`config.mk`:
```
export PLATFORM = sky130hd
export DESIGN_NAME = smrs_cell
export DESIGN_NICKNAME = d
export VERILOG_FILES = /design/src/smrs_pkg.sv /design/src/smrs_cell.sv
export SDC_FILE = /design/constraint.sdc
export NUM_CORES = 1
export LEC_CHECK = 0
export ABC_AREA = 1
export BUFFER_PORTS_ARGS = -buffer_cell sky130_fd_sc_hd__buf_2
export CORE_AREA = 10 10 107 109
export DETAILED_ROUTE_END_ITERATION = 6
export DIE_AREA = 0 0 117 119
export PLACE_DENSITY_LB_ADDON = 0.1
export SLEW_MARGIN = 20
export SYNTH_ARGS = -nofsm -noshare
export SYNTH_HDL_FRONTEND = slang
export SYNTH_SLANG_ARGS = --single-unit
```
`constraint.sdc`:
```
create_clock -name clk -period 3 [get_ports clk]
set_input_delay 0.15 -clock clk [delete_from_list [all_inputs] [get_ports clk]]
set_output_delay 0.15 -clock clk [all_outputs]
set_load 0.005 [all_outputs]
```
`src/smrs_pkg.sv`:
```
package smrs_pkg;

  // Store size and field widths
  localparam int CAPACITY = 1024;
  localparam int KEY_W    = 32;
  localparam int KIND_W   = 4;
  localparam int ARG_W    = 11;
  localparam int RANK_W   = 11;
  localparam int SUM_W    = 42;
  localparam int CNT_W    = $clog2(CAPACITY + 1);
  localparam int IDX_W    = $clog2(CAPACITY);
  localparam int CMP_W    = (CNT_W > ARG_W) ? CNT_W : ARG_W;

  // Radix-4 reduction tree shape
  localparam int LEVELS   = ($clog2(CAPACITY) + 1) / 2;
  localparam int LEAVES   = 1 << (2 * LEVELS);
  localparam int NODES    = LEAVES / 4;
  localparam int LVL_W    = $clog2(LEVELS + 1);

  // Stream payload widths
  localparam int IN_FIELDS_W  = KEY_W + 1 + ARG_W;
  localparam int IN_DATA_W    = ((IN_FIELDS_W + 7) / 8) * 8;
  localparam int OUT_FIELDS_W = 1 + RANK_W + KEY_W + SUM_W + 1 + RANK_W;
  localparam int OUT_DATA_W   = ((OUT_FIELDS_W + 7) / 8) * 8;

  // Operation codes
  localparam logic [KIND_W-1:0] KIND_INS   = 4'd0;
  localparam logic [KIND_W-1:0] KIND_ERA   = 4'd1;
  localparam logic [KIND_W-1:0] KIND_CLR   = 4'd2;
  localparam logic [KIND_W-1:0] KIND_RANK  = 4'd3;
  localparam logic [KIND_W-1:0] KIND_SEL   = 4'd4;
  localparam logic [KIND_W-1:0] KIND_FIRST = 4'd5;
  localparam logic [KIND_W-1:0] KIND_FROM  = 4'd6;
  localparam logic [KIND_W-1:0] KIND_BELOW = 4'd7;
  localparam logic [KIND_W-1:0] KIND_ATUP  = 4'd8;

  // Operation broadcast to every cell
  typedef struct packed {
    logic [KIND_W-1:0]       kind;
    logic signed [KEY_W-1:0] key;
    logic [ARG_W-1:0]        carg;
    logic [CNT_W-1:0]        count;
  } op_t;

  // Shift control applied at commit
  typedef struct packed {
    logic ins;
    logic era;
  } ctl_t;

  // Partial result carried through the tree
  typedef struct packed {
    logic [CNT_W-1:0]        lt;
    logic                    eq;
    logic signed [SUM_W-1:0] sum;
  } node_t;

  function automatic node_t node_add4(input node_t a, input node_t b,
                                      input node_t c, input node_t d);
    node_t r;
    r.lt  = a.lt + b.lt + c.lt + d.lt;
    r.eq  = a.eq | b.eq | c.eq | d.eq;
    r.sum = a.sum + b.sum + c.sum + d.sum;
    return r;
  endfunction

endpackage

```
`src/smrs_cell.sv`:
```
module smrs_cell (
  input  logic                              clk,
  input  logic [smrs_pkg::IDX_W-1:0]        idx,
  input  smrs_pkg::op_t                     op,
  input  smrs_pkg::ctl_t                    ctl,
  input  logic signed [smrs_pkg::KEY_W-1:0] prev_key,
  input  logic                              prev_lt,
  input  logic signed [smrs_pkg::KEY_W-1:0] next_key,
  output logic signed [smrs_pkg::KEY_W-1:0] key_q,
  output logic                              lt,
  output logic                              eq,
  output logic signed [smrs_pkg::SUM_W-1:0] term
);
  import smrs_pkg::*;

  logic             valid;
  logic [CMP_W-1:0] idx_e;
  logic [CMP_W-1:0] carg_e;
  logic             take;

  // Compare the held key with the operand
  assign idx_e  = CMP_W'(idx);
  assign carg_e = CMP_W'(op.carg);
  assign valid  = CMP_W'(idx) < CMP_W'(op.count);
  assign lt     = valid && (key_q < op.key);
  assign eq     = valid && (key_q == op.key);

  // Pick whether this cell contributes to the sum
  always_comb begin
    case (op.kind)
      KIND_SEL:   take = valid && (idx_e == carg_e);
      KIND_FIRST: take = valid && (idx_e < carg_e);
      KIND_FROM:  take = valid && (idx_e >= carg_e);
      KIND_BELOW: take = lt;
      KIND_ATUP:  take = valid && !lt;
      default:    take = 1'b0;
    endcase
  end

  assign term = take ? {{(SUM_W - KEY_W){key_q[KEY_W-1]}}, key_q} : '0;

  // Shift right on insert, left on erase, at and above the insert point
  always_ff @(posedge clk) begin
    if (ctl.ins && !lt) begin
      key_q <= prev_lt ? op.key : prev_key;
    end else if (ctl.era && !lt) begin
      key_q <= next_key;
    end
  end

endmodule

```
; ---- Word level (Yosys, flattened, before mapping)
; Cells that the tools add are included.
[totals]
reg_bits = 32
output_inout_bits = 76
in_bits = 136
word_cells = 27
[op_classes]
n_eq_ne = 7
mux = 5
n_lt_le_gt_ge = 4
reduce_logical = 10
[ops]
columns = cell, count
row1 = $mux W32, 3
row2 = $mux W42, 1
row3 = $eq A32 B32 Y1, 1
row4 = $lt A32 B32 Y1, 1
row5 = $lt A10 B11 Y1, 2
row6 = $eq A4 B3 Y1 const B, 4
row7 = $eq A10 B11 Y1, 1
row8 = $ge A10 B11 Y1, 1
row9 = $logic_and A1 B1 Y1, 8
row10 = $pmux W1 S5, 1
row11 = $eq A4 B4 Y1 const B, 1
row12 = $reduce_bool A2 Y1, 1
row13 = $logic_not A1 Y1, 1

; ---- Logic depth before layout (Yosys ltp)
[depth]
depth_word = 6
mapped_depth = 20

; ---- Worst setup path after synthesis
; No wires, ideal clock.
[synth_timing]
kind = register to register
startpoint = reg key_q[31] (netlist name)
endpoint = reg key_q[0] (netlist name) (enable)
setup_slack_ns = 0.494
required_time_ns = 2.613
period_less_slack_ns = 2.506
t_arrival_ns = 2.119
path_stages_with_launch = 10
n_path_buf = 0
cell_sequence = edfxtp_1 -> ha_1 -> a21oi_1 -> o21a_1 -> nand2_1 -> a21oi_1 -> nand3_1 -> nand3_2 -> o21ai_0 -> inv_1
[synth_via]
elab_chain_cells = 5
[synth_lines]
columns = element, line_no
row1 = from (decl), smrs_cell.sv:9  ; output logic signed [smrs_pkg::KEY_W-1:0] key_q,
row2 = from (signal assigned), smrs_cell.sv:45  ; key_q <= prev_lt ? op.key : prev_key;
row3 = from (signal assigned), smrs_cell.sv:47  ; key_q <= next_key;
row4 = $lt A32 B32 Y1 (*), smrs_cell.sv:25  ; assign lt = valid && (key_q < op.key);
row5 = $logic_and A1 B1 Y1 (*), smrs_cell.sv:25
row6 = $logic_not A1 Y1 (*), "smrs_cell.sv:44, smrs_cell.sv:46"
row7 = "$logic_and A1 B1 Y1, on equally long branches", "smrs_cell.sv:44, smrs_cell.sv:46"
row8 = $reduce_bool A2 Y1 (no line) (*), --
; Mark *: on every way between the ends. The rest lies on a longest branch, timed or not.
; A chain may end at the register's enable or synchronous reset.

; ---- Worst setup path in the final report
[layout_timing]
startpoint = reg key_q[31] (netlist name)
endpoint = out term[0] (netlist name)
[layout_via]
elab_chain_cells = 6
[layout_lines]
columns = element, line_no
row1 = $lt A32 B32 Y1 (*), smrs_cell.sv:25
row2 = $logic_and A1 B1 Y1 (*), smrs_cell.sv:25
row3 = $logic_not A1 Y1, smrs_cell.sv:35  ; KIND_ATUP: take = valid && !lt;
row4 = $logic_and A1 B1 Y1, smrs_cell.sv:35
row5 = $pmux W1 S5 (*), smrs_cell.sv:30  ; case (op.kind)
row6 = $mux W42 (*), smrs_cell.sv:40  ; assign term = take ? {{(SUM_W - KEY_W){key_q[KEY_W-1]}}, key_q} : '0;
row7 = to (decl), smrs_cell.sv:12  ; output logic signed [smrs_pkg::SUM_W-1:0] term
; Marked as above.

==> flow_summary.yaml <==
logic_synthesis:
  synthCells: 504
  ys_seq_elements: 32
  netlist_area_mm2: 0.00364
  synthDistinctLibCells: 30
  syn_avg_cell_area_um2: 7.22
  syn-num-nets: 691
  ys_seq_area_frac: 0.264
  synth_warnings: 0
floorplan:
  io_pins: 212
  die-area_mm2: 0.0139
  fp.dieW_um: 117
  row_count: 36
  start_util: 0.385
  core_region_area_mm2: 0.00946
  fp.dieH_um: 119
power:
  power_mw: 2.82
  power_leakage_nw: 2.83
  vdd_drop_max_mv: 0.243
  power-per-cell-area_mw_per_mm2: 575
timing:
  min_period_ns: 2.78
  period_share: 0.928
  setup_viol: 0
  slew_headroom: 0.687
  clock.fmax_mhz: 359
  tns_ns: 0
  slew_viol_final: 0
  clock_skew_ns: 0.00446
  worst_slew_pin_slew_ns: 0.463
  finalHoldViolations: 0
  rsz0062_at_grt: "no"
setup_path:
  timing.critical_path.buf_inv: 2
  crit_top_cell: "nand2_1"
  crit_slowest_cell: "edfxtp_1"
  start_kind: "flip-flop"
  path_class: "flip-flop to output pin"
  arrival_ns: 2.63
  crit_required_ns: 2.85
  crit_chain: "ha_4, nand2_1, nor2_2, nand2_1, nor2_2, nand2_1, nand2_1, nand2_1, nand3_2, nand2_1, nand2_2, nand2_4, buf_12, a21oi_1, buf_2"
  cp-end-kind: "output pin"
  startpoint: "key_q[31]"
  path_delay_family: "simple AND/OR/NAND/NOR gates"
  r2r_start: "key_q[31]"
  cp_max_fo: 25
  crit_path_max_incr_delay_ns: 0.45
detailed_routing:
  m1WireLength_mm: 4.82
  wl_met3_um: 965
  top_layer_used: "met4"
  first_pass_iters: 4
  drt_iter0_markers: 176
  wl_mm: 11.9
  remaining_drc_errors: 0
  postRouteAntennaNets: 0
  viasPerCell: 4.68
  via_count: 3825
  wl_met2_mm: 6.04
  wl_per_cell_um: 14.6
global_routing:
  grt_max_degree: 41
  gr-total-overflow: 0
  grt_pass1_vias: 3913
  antenna_found_initial: 0
  grt_pass1_wl_mm: 18.9
  grt_usage: 0.164
clock_network:
  root_buffer: "clkbuf_8"
  path_clk_slew_ns: 0.08
  cts_buffer_depth: 2
  numClockSinks: 32
  tritoncts: "done"
  ctsHoldBuffers: 0
  numCtsBuffers: 5
  cts_max_level: 2
  clk_latency_ns: 0.28
finish:
  fin_nets: 890
  area_growth_pct: 34.7
  top_regs: "key_q x32"
  drive_gt1_frac: 0.382
  largest-register: "key_q"
  largest_reg_flops: 32
  diodes: 0
placed_design:
  numPortBuffers: 211
  dp.final_hpwl_mm: 10.2
  gp_congestion: 0.803
min_path:
  min-delay-start: "next_key[0]"
  hold_class: "input port to flip-flop"
outcome:
  status: "complete, no violations"
run:
  maxCapViolations: 0
==> path summary, 6_finish.rpt <==
kind | end | slack (ns) | cells after the start
setup / recovery | term[0] | 0.22 | 15
setup reg to reg | key_q[26] | 0.49 | 12
hold / removal | key_q[0] | 0.14 | 3
hold reg to reg | key_q[24] | 1.31 | 5
==> kinds of logic (layout without fill, tap and decap cells) <==
logic type / Yosys count / after routing / synth area share
DFF: 32 / 32 / 0.264
AOI/OAI and AO/OA: 131 / 131 / 0.215
muxes: 1 / 1 / 0.00309
buffers and inverters: 132 / 332 / 0.161
adders and majority gates: 51 / 51 / 0.175
and+or+nand+nor: 157 / 157 / 0.182
==> placed cells by master, fill, tap and decap left out, types with 2 or more instances in the layout <==
cell and instances:
a21oi_1 26, nand2_1 115, a21o_1 2, inv_1 102
ha_1 50, buf_12 5, o21ai_0 69, a21oi_2 30
nor2_2 2, buf_2 211, nand4_1 2, nor4_1 2
nand2_2 2, buf_4 5, nand3_1 10, clkbuf_8 5
o21a_1 2, nor2_1 18, edfxtp_1 32
==> area by class of cell <==
class,instances,area (µm²)
Inverter,103,387
Tap cell,114,143
Timing Repair Buffer,221,1190
Sequential cell,32,961
Clock inverter,3,42.5
Fill cell,990,4560
Clock buffer,5,68.8
Multi-Input combinational cell,340,2110
==> synthesized netlist by cell type (all sizes together) <==
master / n / area [µm²]
mux2: 1 / 11.3
o31ai: 1 / 7.51
ha: 51 / 638
o21ai: 69 / 345
nand2: 118 / 455
buf: 21 / 168
nand4: 2 / 12.5
nor4b: 1 / 8.76
a22oi: 1 / 7.51
nor2: 20 / 80.1
edfxtp: 32 / 961
clkbuf: 8 / 31.3
inv: 103 / 387
nand3: 12 / 77.6
o21a: 2 / 15.0
a21o: 2 / 15.0
a21oi: 56 / 393
nor4: 2 / 12.5
nand3b: 1 / 7.51
and3: 1 / 6.26
==> worst register-to-register path: stages, from the launching register on <==
cell	delay [ns]
edfxtp_1	0.45
ha_4	0.32
nand2_1	0.08
nor2_2	0.13
nand2_1	0.11
nor2_2	0.15
nand2_1	0.08
nand2_1	0.06
nand2_1	0.06
nand3_2	0.10
o21ai_0	0.10
inv_1	0.32
buf_4	0.25
==> through the flow <==
| stage | setup WS (ns) | hold slack [ns] | area [µm²] | util | cells |
|---|---|---|---|---|---|
| 6_report | 0.215 | 0.142 | 4900 | 0.518 | 818 |
| 5_1_grt | 0.00401 | 0.150 | 4900 | 0.518 | 818 |
| 4_1_cts | 0.0152 | 0.131 | 4870 | 0.515 | 816 |
| 3_5_place_dp | 0.343 | 0.430 | 4760 | 0.503 | 808 |
| 3_3_place_gp | 0.412 | 0.430 | 4760 | 0.503 | 808 |
| 2_1_floorplan | 0.494 | 0.336 | 3640 | - | 504 |
==> power by group <==
group	internal [mW]	switching (mW)	total (mW)
logic	0.630	0.842	1.47
clock network	0.246	0.176	0.422
registers	0.773	0.150	0.923
total	1.65	1.17	2.82
==> routing by layer <==
| layer | track usage | up-vias |
|---|---|---|
| li1 | - | 2029 |
| met1 | 0.187 | 1671 |
| met2 | 0.300 | 121 |
| met3 | 0.0397 | 4 |
| met4 | 0.0340 | 0 |
| met5 | 0 | - |
==> repair_timing <==
action                                  4_1_cts  5_1_grt
endpoints found under the setup margin        0       41
gates resized for setup                       0        1
setup buffers                                 0        2
Note: power is estimated with default switching activity, not from simulation.
